## config.mk

```make
export PLATFORM = sky130hd
export DESIGN_NAME = logistic_regression_classifier_unit
export DESIGN_NICKNAME = d
export VERILOG_FILES = /design/src/lrc_pkg.sv /design/src/lrc_ram.sv /design/src/lrc_front.sv /design/src/lrc_queue.sv /design/src/lrc_back.sv /design/src/logistic_regression_classifier_unit.sv
export SDC_FILE = /design/constraint.sdc
export NUM_CORES = 2
export LEC_CHECK = 0
export BUFFER_PORTS_ARGS = -buffer_cell sky130_fd_sc_hd__buf_2
export CELL_PAD_IN_SITES_DETAIL_PLACEMENT = 1
export CELL_PAD_IN_SITES_GLOBAL_PLACEMENT = 1
export CORE_ASPECT_RATIO = 1.2
export CORE_UTILIZATION = 49
export CTS_CLUSTER_DIAMETER = 60
export DETAILED_ROUTE_END_ITERATION = 16
export PLACE_DENSITY = 0.84
export SYNTH_ARGS = -nofsm -noshare
export SYNTH_HDL_FRONTEND = slang
export SYNTH_HIERARCHICAL = 1
export SYNTH_SLANG_ARGS = --single-unit
```

## constraint.sdc

```tcl
create_clock -name clk_i -period 8 [get_ports clk_i]
set_input_delay 0.4 -clock clk_i [delete_from_list [all_inputs] [get_ports clk_i]]
set_output_delay 0.4 -clock clk_i [all_outputs]
set_load 0.005 [all_outputs]
```

## src/lrc_pkg.sv

```systemverilog
// Shared types and constants of the logistic regression classifier.
// Holds operation codes, the queued command format and the table build helper.
// No dependencies.
`default_nettype none

package lrc_pkg;

  localparam int unsigned IDX_W       = 5;
  localparam int unsigned DATA_W      = 16;
  localparam int unsigned SEEN_W      = 5;
  localparam int unsigned QUEUE_DEPTH = 2;

  localparam logic [SEEN_W-1:0] SEEN_MAX = '1;
  localparam logic [63:0]       Q31_ONE  = 64'd1 << 31;

  typedef enum logic [1:0] {
    OP_WRITE_WEIGHT  = 2'd0,
    OP_WRITE_MEAN    = 2'd1,
    OP_WRITE_INV_DEV = 2'd2,
    OP_SAMPLE        = 2'd3
  } op_e;

  typedef enum logic [2:0] {
    CMD_INTERCEPT,
    CMD_WEIGHT,
    CMD_MEAN,
    CMD_INV_DEV,
    CMD_SAMPLE
  } cmd_kind_e;

  typedef struct packed {
    cmd_kind_e                 kind;
    logic [IDX_W-1:0]          index;
    logic signed [DATA_W-1:0]  value;
    logic                      last;
  } cmd_t;

  // Raises a Q1.31 exponential to the power 4096 by twelve rounded squarings.
  function automatic logic [63:0] sig_square12(input logic [63:0] e_in);
    logic [63:0] e;
    e = e_in;
    for (int k = 0; k < 12; k++) begin
      e = (e * e + (64'd1 << 30)) >> 31;
    end
    return e;
  endfunction

endpackage

`default_nettype wire

```

## src/lrc_ram.sv

```systemverilog
// Generic single-write, single-read RAM with registered read data.
// No dependencies.
`default_nettype none

module lrc_ram #(
  parameter int unsigned WIDTH  = 16,
  parameter int unsigned DEPTH  = 16,
  parameter int unsigned ADDR_W = (DEPTH > 1) ? $clog2(DEPTH) : 1
) (
  input  logic              clk_i,
  input  logic              we_i,
  input  logic [ADDR_W-1:0] waddr_i,
  input  logic [WIDTH-1:0]  wdata_i,
  input  logic              re_i,
  input  logic [ADDR_W-1:0] raddr_i,
  output logic [WIDTH-1:0]  rdata_o
);

  logic [WIDTH-1:0] mem_q [DEPTH];

  always_ff @(posedge clk_i) begin
    if (we_i) begin
      mem_q[waddr_i] <= wdata_i;
    end
    if (re_i) begin
      rdata_o <= mem_q[raddr_i];
    end
  end

endmodule

`default_nettype wire

```

## src/lrc_front.sv

```systemverilog
// Front end: accepts input transfers, checks table indexes and classifies items.
// Depends on lrc_pkg.
`default_nettype none

module lrc_front import lrc_pkg::*; #(
  parameter int unsigned FEATURE_COUNT = 16
) (
  input  logic                     in_valid_i,
  output logic                     in_stall_o,
  input  logic [1:0]               operation_i,
  input  logic [IDX_W-1:0]         table_index_i,
  input  logic signed [DATA_W-1:0] value_i,
  input  logic                     last_feature_i,
  input  logic                     q_full_i,
  output logic                     push_o,
  output cmd_t                     cmd_o
);

  localparam logic [8:0] FC_LIMIT = 9'(FEATURE_COUNT);

  logic [8:0] idx_ext;
  logic       weight_ok;
  logic       feature_ok;
  logic       keep;

  assign idx_ext    = 9'(table_index_i);
  assign weight_ok  = idx_ext <= FC_LIMIT;
  assign feature_ok = (table_index_i != '0) && (idx_ext <= FC_LIMIT);

  always_comb begin
    cmd_o.kind  = CMD_SAMPLE;
    cmd_o.index = table_index_i;
    cmd_o.value = value_i;
    cmd_o.last  = 1'b0;
    keep        = 1'b0;
    case (op_e'(operation_i))
      OP_WRITE_WEIGHT: begin
        cmd_o.kind = (table_index_i == '0) ? CMD_INTERCEPT : CMD_WEIGHT;
        keep       = weight_ok;
      end
      OP_WRITE_MEAN: begin
        cmd_o.kind = CMD_MEAN;
        keep       = feature_ok;
      end
      OP_WRITE_INV_DEV: begin
        cmd_o.kind = CMD_INV_DEV;
        keep       = feature_ok;
      end
      OP_SAMPLE: begin
        cmd_o.kind = CMD_SAMPLE;
        cmd_o.last = last_feature_i;
        keep       = 1'b1;
      end
      default: begin
        keep = 1'b0;
      end
    endcase
  end

  assign in_stall_o = q_full_i;
  assign push_o     = in_valid_i && !q_full_i && keep;

endmodule

`default_nettype wire

```

## src/lrc_queue.sv

```systemverilog
// Two-entry command queue between the front end and the back end.
// Depends on lrc_pkg.
`default_nettype none

module lrc_queue import lrc_pkg::*; (
  input  logic clk_i,
  input  logic rst_ni,
  input  logic push_i,
  input  cmd_t cmd_i,
  output logic full_o,
  input  logic pop_i,
  output logic not_empty_o,
  output cmd_t cmd_o
);

  localparam int unsigned PTR_W = $clog2(QUEUE_DEPTH);
  localparam int unsigned CNT_W = $clog2(QUEUE_DEPTH + 1);

  cmd_t             entry_q [QUEUE_DEPTH];
  logic [PTR_W-1:0] wr_ptr_q, wr_ptr_d;
  logic [PTR_W-1:0] rd_ptr_q, rd_ptr_d;
  logic [CNT_W-1:0] count_q, count_d;

  assign wr_ptr_d = push_i ? wr_ptr_q + PTR_W'(1) : wr_ptr_q;
  assign rd_ptr_d = pop_i ? rd_ptr_q + PTR_W'(1) : rd_ptr_q;
  assign count_d  = count_q + CNT_W'(push_i) - CNT_W'(pop_i);

  always_ff @(posedge clk_i or negedge rst_ni) begin
    if (!rst_ni) begin
      wr_ptr_q <= '0;
      rd_ptr_q <= '0;
      count_q  <= '0;
    end else begin
      wr_ptr_q <= wr_ptr_d;
      rd_ptr_q <= rd_ptr_d;
      count_q  <= count_d;
    end
  end

  always_ff @(posedge clk_i) begin
    if (push_i) begin
      entry_q[wr_ptr_q] <= cmd_i;
    end
  end

  assign full_o      = count_q == CNT_W'(QUEUE_DEPTH);
  assign not_empty_o = count_q != '0;
  assign cmd_o       = entry_q[rd_ptr_q];

endmodule

`default_nettype wire

```

## src/lrc_back.sv

```systemverilog
// Back end: table writes, normalize-multiply-accumulate pipeline and sigmoid lookup.
// Depends on lrc_pkg and lrc_ram.
`default_nettype none

module lrc_back import lrc_pkg::*; #(
  parameter int unsigned FEATURE_COUNT      = 16,
  parameter int unsigned SIGMOID_TABLE_SIZE = 256
) (
  input  logic              clk_i,
  input  logic              rst_ni,
  input  logic              q_valid_i,
  input  cmd_t              cmd_i,
  output logic              pop_o,
  output logic              out_valid_o,
  input  logic              out_stall_i,
  output logic [15:0]       probability_o,
  output logic              class_label_o,
  output logic              saturated_o,
  output logic [SEEN_W-1:0] features_seen_o
);

  localparam int unsigned ADDR_W    = (FEATURE_COUNT > 1) ? $clog2(FEATURE_COUNT) : 1;
  localparam int unsigned POS_W     = $clog2(FEATURE_COUNT + 1);
  localparam int unsigned SIG_IDX_W = $clog2(SIGMOID_TABLE_SIZE);
  localparam int unsigned SIZE_W    = $clog2(SIGMOID_TABLE_SIZE + 1);

  localparam logic [POS_W-1:0]     POS_LIMIT = POS_W'(FEATURE_COUNT);
  localparam logic [SIZE_W-1:0]    SIG_SIZE  = SIZE_W'(SIGMOID_TABLE_SIZE);
  localparam logic [SIG_IDX_W-1:0] SIG_LAST  = SIG_IDX_W'(SIGMOID_TABLE_SIZE - 1);

  // Sigmoid table, built at elaboration.
  logic [15:0] sig_rom [SIGMOID_TABLE_SIZE];

  for (genvar gi = 0; gi < SIGMOID_TABLE_SIZE; gi++) begin : g_sig
    localparam longint      NUM = 16 * longint'(gi) - 8 * longint'(SIGMOID_TABLE_SIZE);
    localparam logic [63:0] MAG = (NUM < 0) ? 64'(-NUM) : 64'(NUM);
    localparam logic [63:0] DEN = 64'(SIGMOID_TABLE_SIZE) * 64'd4096;
    localparam logic [63:0] U1  = ((MAG << 31) + DEN / 64'd2) / DEN;
    localparam logic [63:0] U2  = (U1 * U1) >> 31;
    localparam logic [63:0] U3  = (U2 * U1) >> 31;
    localparam logic [63:0] E0  = Q31_ONE - U1 + U2 / 64'd2 - U3 / 64'd6;
    localparam logic [63:0] EX  = sig_square12(E0);
    localparam logic [63:0] DV  = Q31_ONE + EX;
    localparam logic [63:0] PR  = (NUM >= 0) ? ((64'd1 << 47) + DV / 64'd2) / DV
                                             : ((EX << 16) + DV / 64'd2) / DV;
    assign sig_rom[gi] = (PR > 64'd65535) ? 16'hFFFF : PR[15:0];
  end

  logic adv;
  logic is_sample;
  logic acc_en;
  logic [POS_W-1:0] count_next;
  logic [POS_W-1:0] pos_q, pos_d;
  logic [SEEN_W-1:0] seen_next;
  logic [IDX_W-1:0] idx_m1;
  logic [ADDR_W+IDX_W-1:0] waddr_wide;
  logic [ADDR_W-1:0] waddr;
  logic [ADDR_W-1:0] raddr;
  logic ram_re;
  logic [15:0] weight_rdata, mean_rdata, inv_rdata;
  logic signed [15:0] intercept_q;

  assign adv       = !out_valid_o || !out_stall_i;
  assign pop_o     = q_valid_i && adv;
  assign is_sample = pop_o && (cmd_i.kind == CMD_SAMPLE);
  assign acc_en    = pos_q < POS_LIMIT;
  assign count_next = acc_en ? pos_q + POS_W'(1) : pos_q;
  assign seen_next = (32'(count_next) > 32'(SEEN_MAX)) ? SEEN_MAX : SEEN_W'(count_next);
  assign pos_d     = is_sample ? (cmd_i.last ? '0 : count_next) : pos_q;

  assign idx_m1     = cmd_i.index - IDX_W'(1);
  assign waddr_wide = {{ADDR_W{1'b0}}, idx_m1};
  assign waddr      = waddr_wide[ADDR_W-1:0];
  assign raddr      = pos_q[ADDR_W-1:0];
  assign ram_re     = is_sample && acc_en;

  lrc_ram #(.WIDTH(16), .DEPTH(FEATURE_COUNT)) u_weight_ram (
    .clk_i   (clk_i),
    .we_i    (pop_o && (cmd_i.kind == CMD_WEIGHT)),
    .waddr_i (waddr),
    .wdata_i (cmd_i.value),
    .re_i    (ram_re),
    .raddr_i (raddr),
    .rdata_o (weight_rdata)
  );

  lrc_ram #(.WIDTH(16), .DEPTH(FEATURE_COUNT)) u_mean_ram (
    .clk_i   (clk_i),
    .we_i    (pop_o && (cmd_i.kind == CMD_MEAN)),
    .waddr_i (waddr),
    .wdata_i (cmd_i.value),
    .re_i    (ram_re),
    .raddr_i (raddr),
    .rdata_o (mean_rdata)
  );

  lrc_ram #(.WIDTH(16), .DEPTH(FEATURE_COUNT)) u_inv_ram (
    .clk_i   (clk_i),
    .we_i    (pop_o && (cmd_i.kind == CMD_INV_DEV)),
    .waddr_i (waddr),
    .wdata_i (cmd_i.value),
    .re_i    (ram_re),
    .raddr_i (raddr),
    .rdata_o (inv_rdata)
  );

  always_ff @(posedge clk_i) begin
    if (pop_o && (cmd_i.kind == CMD_INTERCEPT)) begin
      intercept_q <= cmd_i.value;
    end
  end

  // Stage 1: table words arrive from the RAMs.
  logic s1_valid_q, s1_acc_en_q, s1_first_q, s1_last_q;
  logic [SEEN_W-1:0] s1_seen_q;
  logic signed [15:0] s1_value_q, s1_intercept_q;
  logic signed [16:0] s1_diff;
  logic signed [15:0] inv_s;
  logic signed [32:0] s1_prod;

  assign inv_s   = inv_rdata;
  assign s1_diff = {s1_value_q[15], s1_value_q} - {mean_rdata[15], mean_rdata};
  assign s1_prod = s1_diff * inv_s;

  // Stage 2: round the normalized feature and weight it.
  logic s2_valid_q, s2_acc_en_q, s2_first_q, s2_last_q;
  logic [SEEN_W-1:0] s2_seen_q;
  logic signed [15:0] s2_intercept_q, s2_weight_q;
  logic signed [32:0] s2_prod_q;
  logic [33:0] s2_rnd;
  logic signed [25:0] s2_z;
  logic signed [41:0] s2_term;

  assign s2_rnd  = {s2_prod_q[32], s2_prod_q} + 34'd128;
  assign s2_z    = s2_rnd[33:8];
  assign s2_term = s2_z * s2_weight_q;

  // Stage 3: saturating accumulate.
  logic s3_valid_q, s3_acc_en_q, s3_first_q, s3_last_q;
  logic [SEEN_W-1:0] s3_seen_q;
  logic signed [15:0] s3_intercept_q;
  logic signed [41:0] s3_term_q;
  logic [42:0] base, sum;
  logic ovf_hi, ovf_lo;
  logic [39:0] acc_sat;
  logic signed [39:0] acc_q, acc_d;
  logic clip_q, clip_d;

  assign base = s3_first_q ? {{19{s3_intercept_q[15]}}, s3_intercept_q, 8'd0}
                           : {{3{acc_q[39]}}, acc_q};
  assign sum     = base + {s3_term_q[41], s3_term_q};
  assign ovf_hi  = !sum[42] && (sum[41:39] != 3'b000);
  assign ovf_lo  = sum[42] && (sum[41:39] != 3'b111);
  assign acc_sat = ovf_hi ? {1'b0, {39{1'b1}}} : (ovf_lo ? {1'b1, {39{1'b0}}} : sum[39:0]);

  always_comb begin
    acc_d  = acc_q;
    clip_d = clip_q;
    if (adv && s3_valid_q && s3_acc_en_q) begin
      acc_d  = acc_sat;
      clip_d = (s3_first_q ? 1'b0 : clip_q) | ovf_hi | ovf_lo;
    end
  end

  // Stage 4: sigmoid table index from the finished sum.
  logic s4_valid_q;
  logic [SEEN_W-1:0] s4_seen_q;
  logic sel_lo, sel_hi;
  logic [23:0] offset;
  logic [23+SIZE_W:0] idx_prod;
  logic [SIG_IDX_W-1:0] idx_next;

  assign sel_lo   = acc_q < -40'sd8388608;
  assign sel_hi   = acc_q >= 40'sd8388608;
  assign offset   = {~acc_q[23], acc_q[22:0]};
  assign idx_prod = {{SIZE_W{1'b0}}, offset} * {24'd0, SIG_SIZE};
  assign idx_next = sel_lo ? '0 : (sel_hi ? SIG_LAST : idx_prod[24 +: SIG_IDX_W]);

  // Stage 5: table read into the output register.
  logic s5_valid_q, s5_clip_q;
  logic [SEEN_W-1:0] s5_seen_q;
  logic [SIG_IDX_W-1:0] s5_idx_q;
  logic out_valid_q;
  logic [15:0] prob_q;
  logic sat_q;
  logic [SEEN_W-1:0] seen_q;

  always_ff @(posedge clk_i or negedge rst_ni) begin
    if (!rst_ni) begin
      pos_q       <= '0;
      acc_q       <= '0;
      clip_q      <= 1'b0;
      s1_valid_q  <= 1'b0;
      s2_valid_q  <= 1'b0;
      s3_valid_q  <= 1'b0;
      s4_valid_q  <= 1'b0;
      s5_valid_q  <= 1'b0;
      out_valid_q <= 1'b0;
    end else begin
      pos_q  <= pos_d;
      acc_q  <= acc_d;
      clip_q <= clip_d;
      if (adv) begin
        s1_valid_q  <= is_sample;
        s2_valid_q  <= s1_valid_q;
        s3_valid_q  <= s2_valid_q;
        s4_valid_q  <= s3_valid_q && s3_last_q;
        s5_valid_q  <= s4_valid_q;
        out_valid_q <= s5_valid_q;
      end
    end
  end

  always_ff @(posedge clk_i) begin
    if (adv) begin
      s1_acc_en_q    <= acc_en;
      s1_first_q     <= pos_q == '0;
      s1_last_q      <= cmd_i.last;
      s1_seen_q      <= seen_next;
      s1_value_q     <= cmd_i.value;
      s1_intercept_q <= intercept_q;

      s2_acc_en_q    <= s1_acc_en_q;
      s2_first_q     <= s1_first_q;
      s2_last_q      <= s1_last_q;
      s2_seen_q      <= s1_seen_q;
      s2_intercept_q <= s1_intercept_q;
      s2_prod_q      <= s1_prod;
      s2_weight_q    <= weight_rdata;

      s3_acc_en_q    <= s2_acc_en_q;
      s3_first_q     <= s2_first_q;
      s3_last_q      <= s2_last_q;
      s3_seen_q      <= s2_seen_q;
      s3_intercept_q <= s2_intercept_q;
      s3_term_q      <= s2_term;

      s4_seen_q <= s3_seen_q;

      s5_idx_q  <= idx_next;
      s5_clip_q <= clip_q;
      s5_seen_q <= s4_seen_q;

      if (s5_valid_q) begin
        prob_q <= sig_rom[s5_idx_q];
        sat_q  <= s5_clip_q;
        seen_q <= s5_seen_q;
      end
    end
  end

  assign out_valid_o     = out_valid_q;
  assign probability_o   = prob_q;
  assign class_label_o   = prob_q[15];
  assign saturated_o     = sat_q;
  assign features_seen_o = seen_q;

endmodule

`default_nettype wire

```

## src/logistic_regression_classifier_unit.sv

```systemverilog
// Top level of the logistic regression classifier.
// Depends on lrc_pkg, lrc_front, lrc_queue and lrc_back.
//
// Each input transfer either writes one word of the weight, mean or inverse
// deviation tables or brings the next feature of the current case; the
// feature marked last produces one result transfer with the sigmoid
// probability, the class label, the clip flag and the feature count. The
// block takes one item per clock cycle while the queue is not full. The result
// of the last feature passes the two-entry queue, the RAM read, the normalize
// and weight multiplies, the 40-bit saturating accumulator and the sigmoid
// table index and read. The accumulator add and the feature position count
// are the only recurrences, so the rate is set by the back-end pipeline, which
// holds as a whole while a finished result is stalled on the output.
`default_nettype none

module logistic_regression_classifier_unit import lrc_pkg::*; #(
  parameter int unsigned FEATURE_COUNT      = 16,
  parameter int unsigned SIGMOID_TABLE_SIZE = 256
) (
  input  logic                     clk_i,
  input  logic                     rst_ni,
  input  logic                     in_valid_i,
  output logic                     in_stall_o,
  input  logic [1:0]               operation_i,
  input  logic [IDX_W-1:0]         table_index_i,
  input  logic signed [DATA_W-1:0] value_i,
  input  logic                     last_feature_i,
  output logic                     out_valid_o,
  input  logic                     out_stall_i,
  output logic [15:0]              probability_o,
  output logic                     class_label_o,
  output logic                     saturated_o,
  output logic [SEEN_W-1:0]        features_seen_o
);

  logic push;
  logic q_full;
  logic q_not_empty;
  logic pop;
  cmd_t front_cmd;
  cmd_t queue_cmd;

  lrc_front #(.FEATURE_COUNT(FEATURE_COUNT)) u_front (
    .in_valid_i     (in_valid_i),
    .in_stall_o     (in_stall_o),
    .operation_i    (operation_i),
    .table_index_i  (table_index_i),
    .value_i        (value_i),
    .last_feature_i (last_feature_i),
    .q_full_i       (q_full),
    .push_o         (push),
    .cmd_o          (front_cmd)
  );

  lrc_queue u_queue (
    .clk_i       (clk_i),
    .rst_ni      (rst_ni),
    .push_i      (push),
    .cmd_i       (front_cmd),
    .full_o      (q_full),
    .pop_i       (pop),
    .not_empty_o (q_not_empty),
    .cmd_o       (queue_cmd)
  );

  lrc_back #(
    .FEATURE_COUNT      (FEATURE_COUNT),
    .SIGMOID_TABLE_SIZE (SIGMOID_TABLE_SIZE)
  ) u_back (
    .clk_i           (clk_i),
    .rst_ni          (rst_ni),
    .q_valid_i       (q_not_empty),
    .cmd_i           (queue_cmd),
    .pop_o           (pop),
    .out_valid_o     (out_valid_o),
    .out_stall_i     (out_stall_i),
    .probability_o   (probability_o),
    .class_label_o   (class_label_o),
    .saturated_o     (saturated_o),
    .features_seen_o (features_seen_o)
  );

  a_no_push_when_full: assert property (@(posedge clk_i) disable iff (!rst_ni)
    push |-> !q_full)
    else $error("Command pushed into a full queue.");

  a_seen_nonzero: assert property (@(posedge clk_i) disable iff (!rst_ni)
    out_valid_o |-> (features_seen_o != '0))
    else $error("Result transfer with no accumulated feature.");

  a_seen_bound: assert property (@(posedge clk_i) disable iff (!rst_ni)
    out_valid_o |-> (32'(features_seen_o) <= FEATURE_COUNT))
    else $error("Feature count exceeds the configured feature count.");

  a_label_matches: assert property (@(posedge clk_i) disable iff (!rst_ni)
    out_valid_o |-> (class_label_o == probability_o[15]))
    else $error("Class label disagrees with the probability.");

endmodule

`default_nettype wire
```

==> run_results.csv <==
group,metric,value,unit
run_status,status,"finished with violations",
run_status,violations,"max-capacitance violations, max-slew violations, negative setup slack",
timing,fin_ws,-1.36,ns
setup_path,required,8.54,ns
final_layout,multi_input_area,37600,sq um
global_routing,grt_pass1_vias,58700,
timing,fin_crit_sh,1.17,
clocking,clock_path_buffers,3,
detailed_routing,antenna_left,0,
detailed_routing,avgRoutedWirePerCell,32.6,microns
detailed_routing,dr.pass1.iters,6,
setup_path,start_kind,"register",
worst_hold_path,holdCritStartpoint,"operation_i[0]",
floorplanning,std_cell_rows,157,
setup_path,critPathMaxFanout,6,
floorplanning,core-area,152000,sq um
floorplanning,die-area,155000,sq um
logic_synthesis,synth.net_count,6959,
timing,rsz0062_at_grt,"true",
clocking,clkLatencyLatePin,0.84,ns
final_layout,fill_cells,15100,
detailed_routing,vias,54800,
detailed_routing,drcViolationCount,0,
logic_synthesis,synth_area,75200,sq um
final_layout,final_area,85800,sq um
clocking,htreeDepth,3,
global_routing,antenna_found_initial,10,
timing,setup_viol,32,
timing,worst_pin_slew,1.97,ns
timing,fmax,0.107,GHz
detailed_routing,routed_wl,274000,microns
setup_path,critical-path-max-stage-delay,1.50,ns
timing,slew-limit-headroom,-0.326,
floorplanning,die_y,431,microns
logic_synthesis,yosysWarningCount,6,
final_layout,regArea,34200,sq um
detailed_routing,vias_per_cell,6.52,
setup_path,criticalPathCategory,"register to register",
clocking,numCtsBuffers,115,
final_layout,drive_gt1_frac,0.189,
worst_hold_path,holdCritPathClass,"input port to register",
timing,report.final.hold_viol_count,0,
setup_path,rr_startpoint,"u_back/u_mean_ram/rdata_o[1]$_DFFE_PP_",
final_layout,syn_to_final_growth,14.0,%
clocking,clk_pin_slew_worst_paths,0.07,ns
place,gp_congestion,0.945,
floorplanning,die_w,360,microns
run,maxCapViolCount,1,
global_routing,grt_use_total,0.329,
global_routing,grt-ovfl-total,0,
place,placedInstanceArea,79600,sq um
setup_path,startpoint,"u_back/u_mean_ram/rdata_o[1]$_DFFE_PP_",
timing,drv_slew,2,
final_layout,fin_nets,7283,
setup_path,crit_arrival,9.90,ns
timing,min_period,9.36,ns
place,numPortBuffers,52,
clocking,cts-root-buf,"clkbuf_16",
clocking,tritoncts,"done",
setup_path,cpMaxStageDelayCell,"nor3_1",
setup_path,path_common_cell,"fa_1",
floorplanning,start_util,0.493,
clocking,cts_sinks,1149,
global_routing,grt_max_degree,149,
global_routing,grt_pass1_wl,379000,microns
place,dp_hpwl,159000,microns
timing,skew,0.140,ns
floorplanning,io_pins,53,
detailed_routing,drt_iter0_drc,6515,
logic_synthesis,synth_cells,5982,
logic_synthesis,synth_area_per_cell,12.6,sq um
setup_path,endpoint_kind,"register",
[final cells by class]
class / count / area share
multi-input combinational: 3677 / 0.439
clock buffer: 123 / 0.0339
clock inverter: 94 / 0.0128
antenna: 5 / 0.000146
timing repair buffer: 542 / 0.0504
tap: 1987 / 0.0290
sequential: 1149 / 0.399
inverter: 821 / 0.0359
[critical path, delay by kind of cell (launching register included)]
kind	cells	cell delay, ns
fa+ha+maj	6	2.96
buf+inv	8	0.99
simple gates	3	1.83
flops	1	0.40
xor+xnor	1	0.13
compound gates	15	2.79
[stage by stage]
step / worst slack [ns] / TNS (ns) / hold WS (ns) / cells / util
after floorplan: 0.00151 / 0 / 0.104 / 5982 / -
after detailed placement: -0.727 / -8.72 / 0.406 / 8076 / 0.522
after global routing: -1.31 / -20.70 / 0.0256 / 8394 / 0.562
after global placement: -0.401 / -3.25 / 0.401 / 8076 / 0.522
after CTS: -0.218 / -0.882 / 0.0255 / 8346 / 0.556
final: -1.36 / -18.73 / 0.0369 / 8398 / 0.563
[timing repair]
item	4_1_cts	5_1_grt
gates resized for setup	147	156
setup buffers	30	52
pin swaps	102	123
setup endpoints to repair	32	33
hold buffers	23	0
hold endpoints to repair	100	0
[cells in the final DEF (no fill, tap or decap), drive strengths merged, types with 13 or more instances in the layout]
| cell type | instances |
|---|---|
| a21o | 53 |
| bufinv | 15 |
| a211oi | 40 |
| nand4 | 41 |
| a31oi | 57 |
| and3 | 20 |
| o21a | 31 |
| o22ai | 17 |
| a22oi | 100 |
| edfxtp | 1093 |
| ha | 270 |
| nor4 | 13 |
| buf | 518 |
| inv | 828 |
| and2 | 262 |
| dfrtp | 56 |
| clkbuf | 123 |
| a21oi | 192 |
| fa | 679 |
| xnor2 | 96 |
| nor3b | 16 |
| a221o | 22 |
| nand3 | 65 |
| nand2 | 607 |
| o221a | 20 |
| o31ai | 17 |
| dlygate4sd3 | 23 |
| nor2b | 44 |
| clkinv | 64 |
| or2 | 17 |
| mux2 | 44 |
| mux4 | 193 |
| nand2b | 29 |
| nor3 | 88 |
| o211ai | 23 |
| o21ai | 152 |
| xor2 | 46 |
| nor2 | 240 |
[layer usage]
layer  GRT usage  part of all wire
met5           0           0.00022
met4       0.213             0.086
met3      0.0540             0.092
met2       0.570              0.49
met1       0.379              0.33
[worst paths after layout]
kind	cells after the start	slack [ns]	end
worst min register to register	0	0.41	u_back/s2_weight_q[6]$_DFFE_PN_
max in group asynchronous	3	6.93	u_back/pos_q[1]$_DFFE_PN0P_
min in group asynchronous	3	0.36	u_back/clip_q$_DFFE_PN0P_
worst max register to register	33	-1.36	u_back/s2_prod_q[32]$_DFFE_PN_
worst max-delay path	33	-1.36	u_back/s2_prod_q[32]$_DFFE_PN_
worst min-delay path	2	0.04	u_queue/entry_q[1][24]$_DFFE_PP_
[state kept, by name, indices dropped and copies added (netlist names), 16 cells and up]
name,cells
u_back/u_mean_ram/mem_q,256
u_back/probability_o,16
u_back/s2_weight_q,16
u_back/u_mean_ram/rdata_o,16
u_back/s3_intercept_q,16
u_back/s2_intercept_q,16
u_back/s2_prod_q,26
u_back/u_inv_ram/rdata_o,16
u_queue/entry_q,48
u_back/s1_intercept_q,16
u_back/s3_term_q,42
u_back/u_inv_ram/mem_q,256
u_back/u_weight_ram/rdata_o,16
u_back/acc_q,40
u_back/intercept_q,16
u_back/u_weight_ram/mem_q,256
u_back/s1_value_q,16
Power is not shown: default switching activity piles up to over one toggle a cycle in this logic, so the estimate is an artifact.
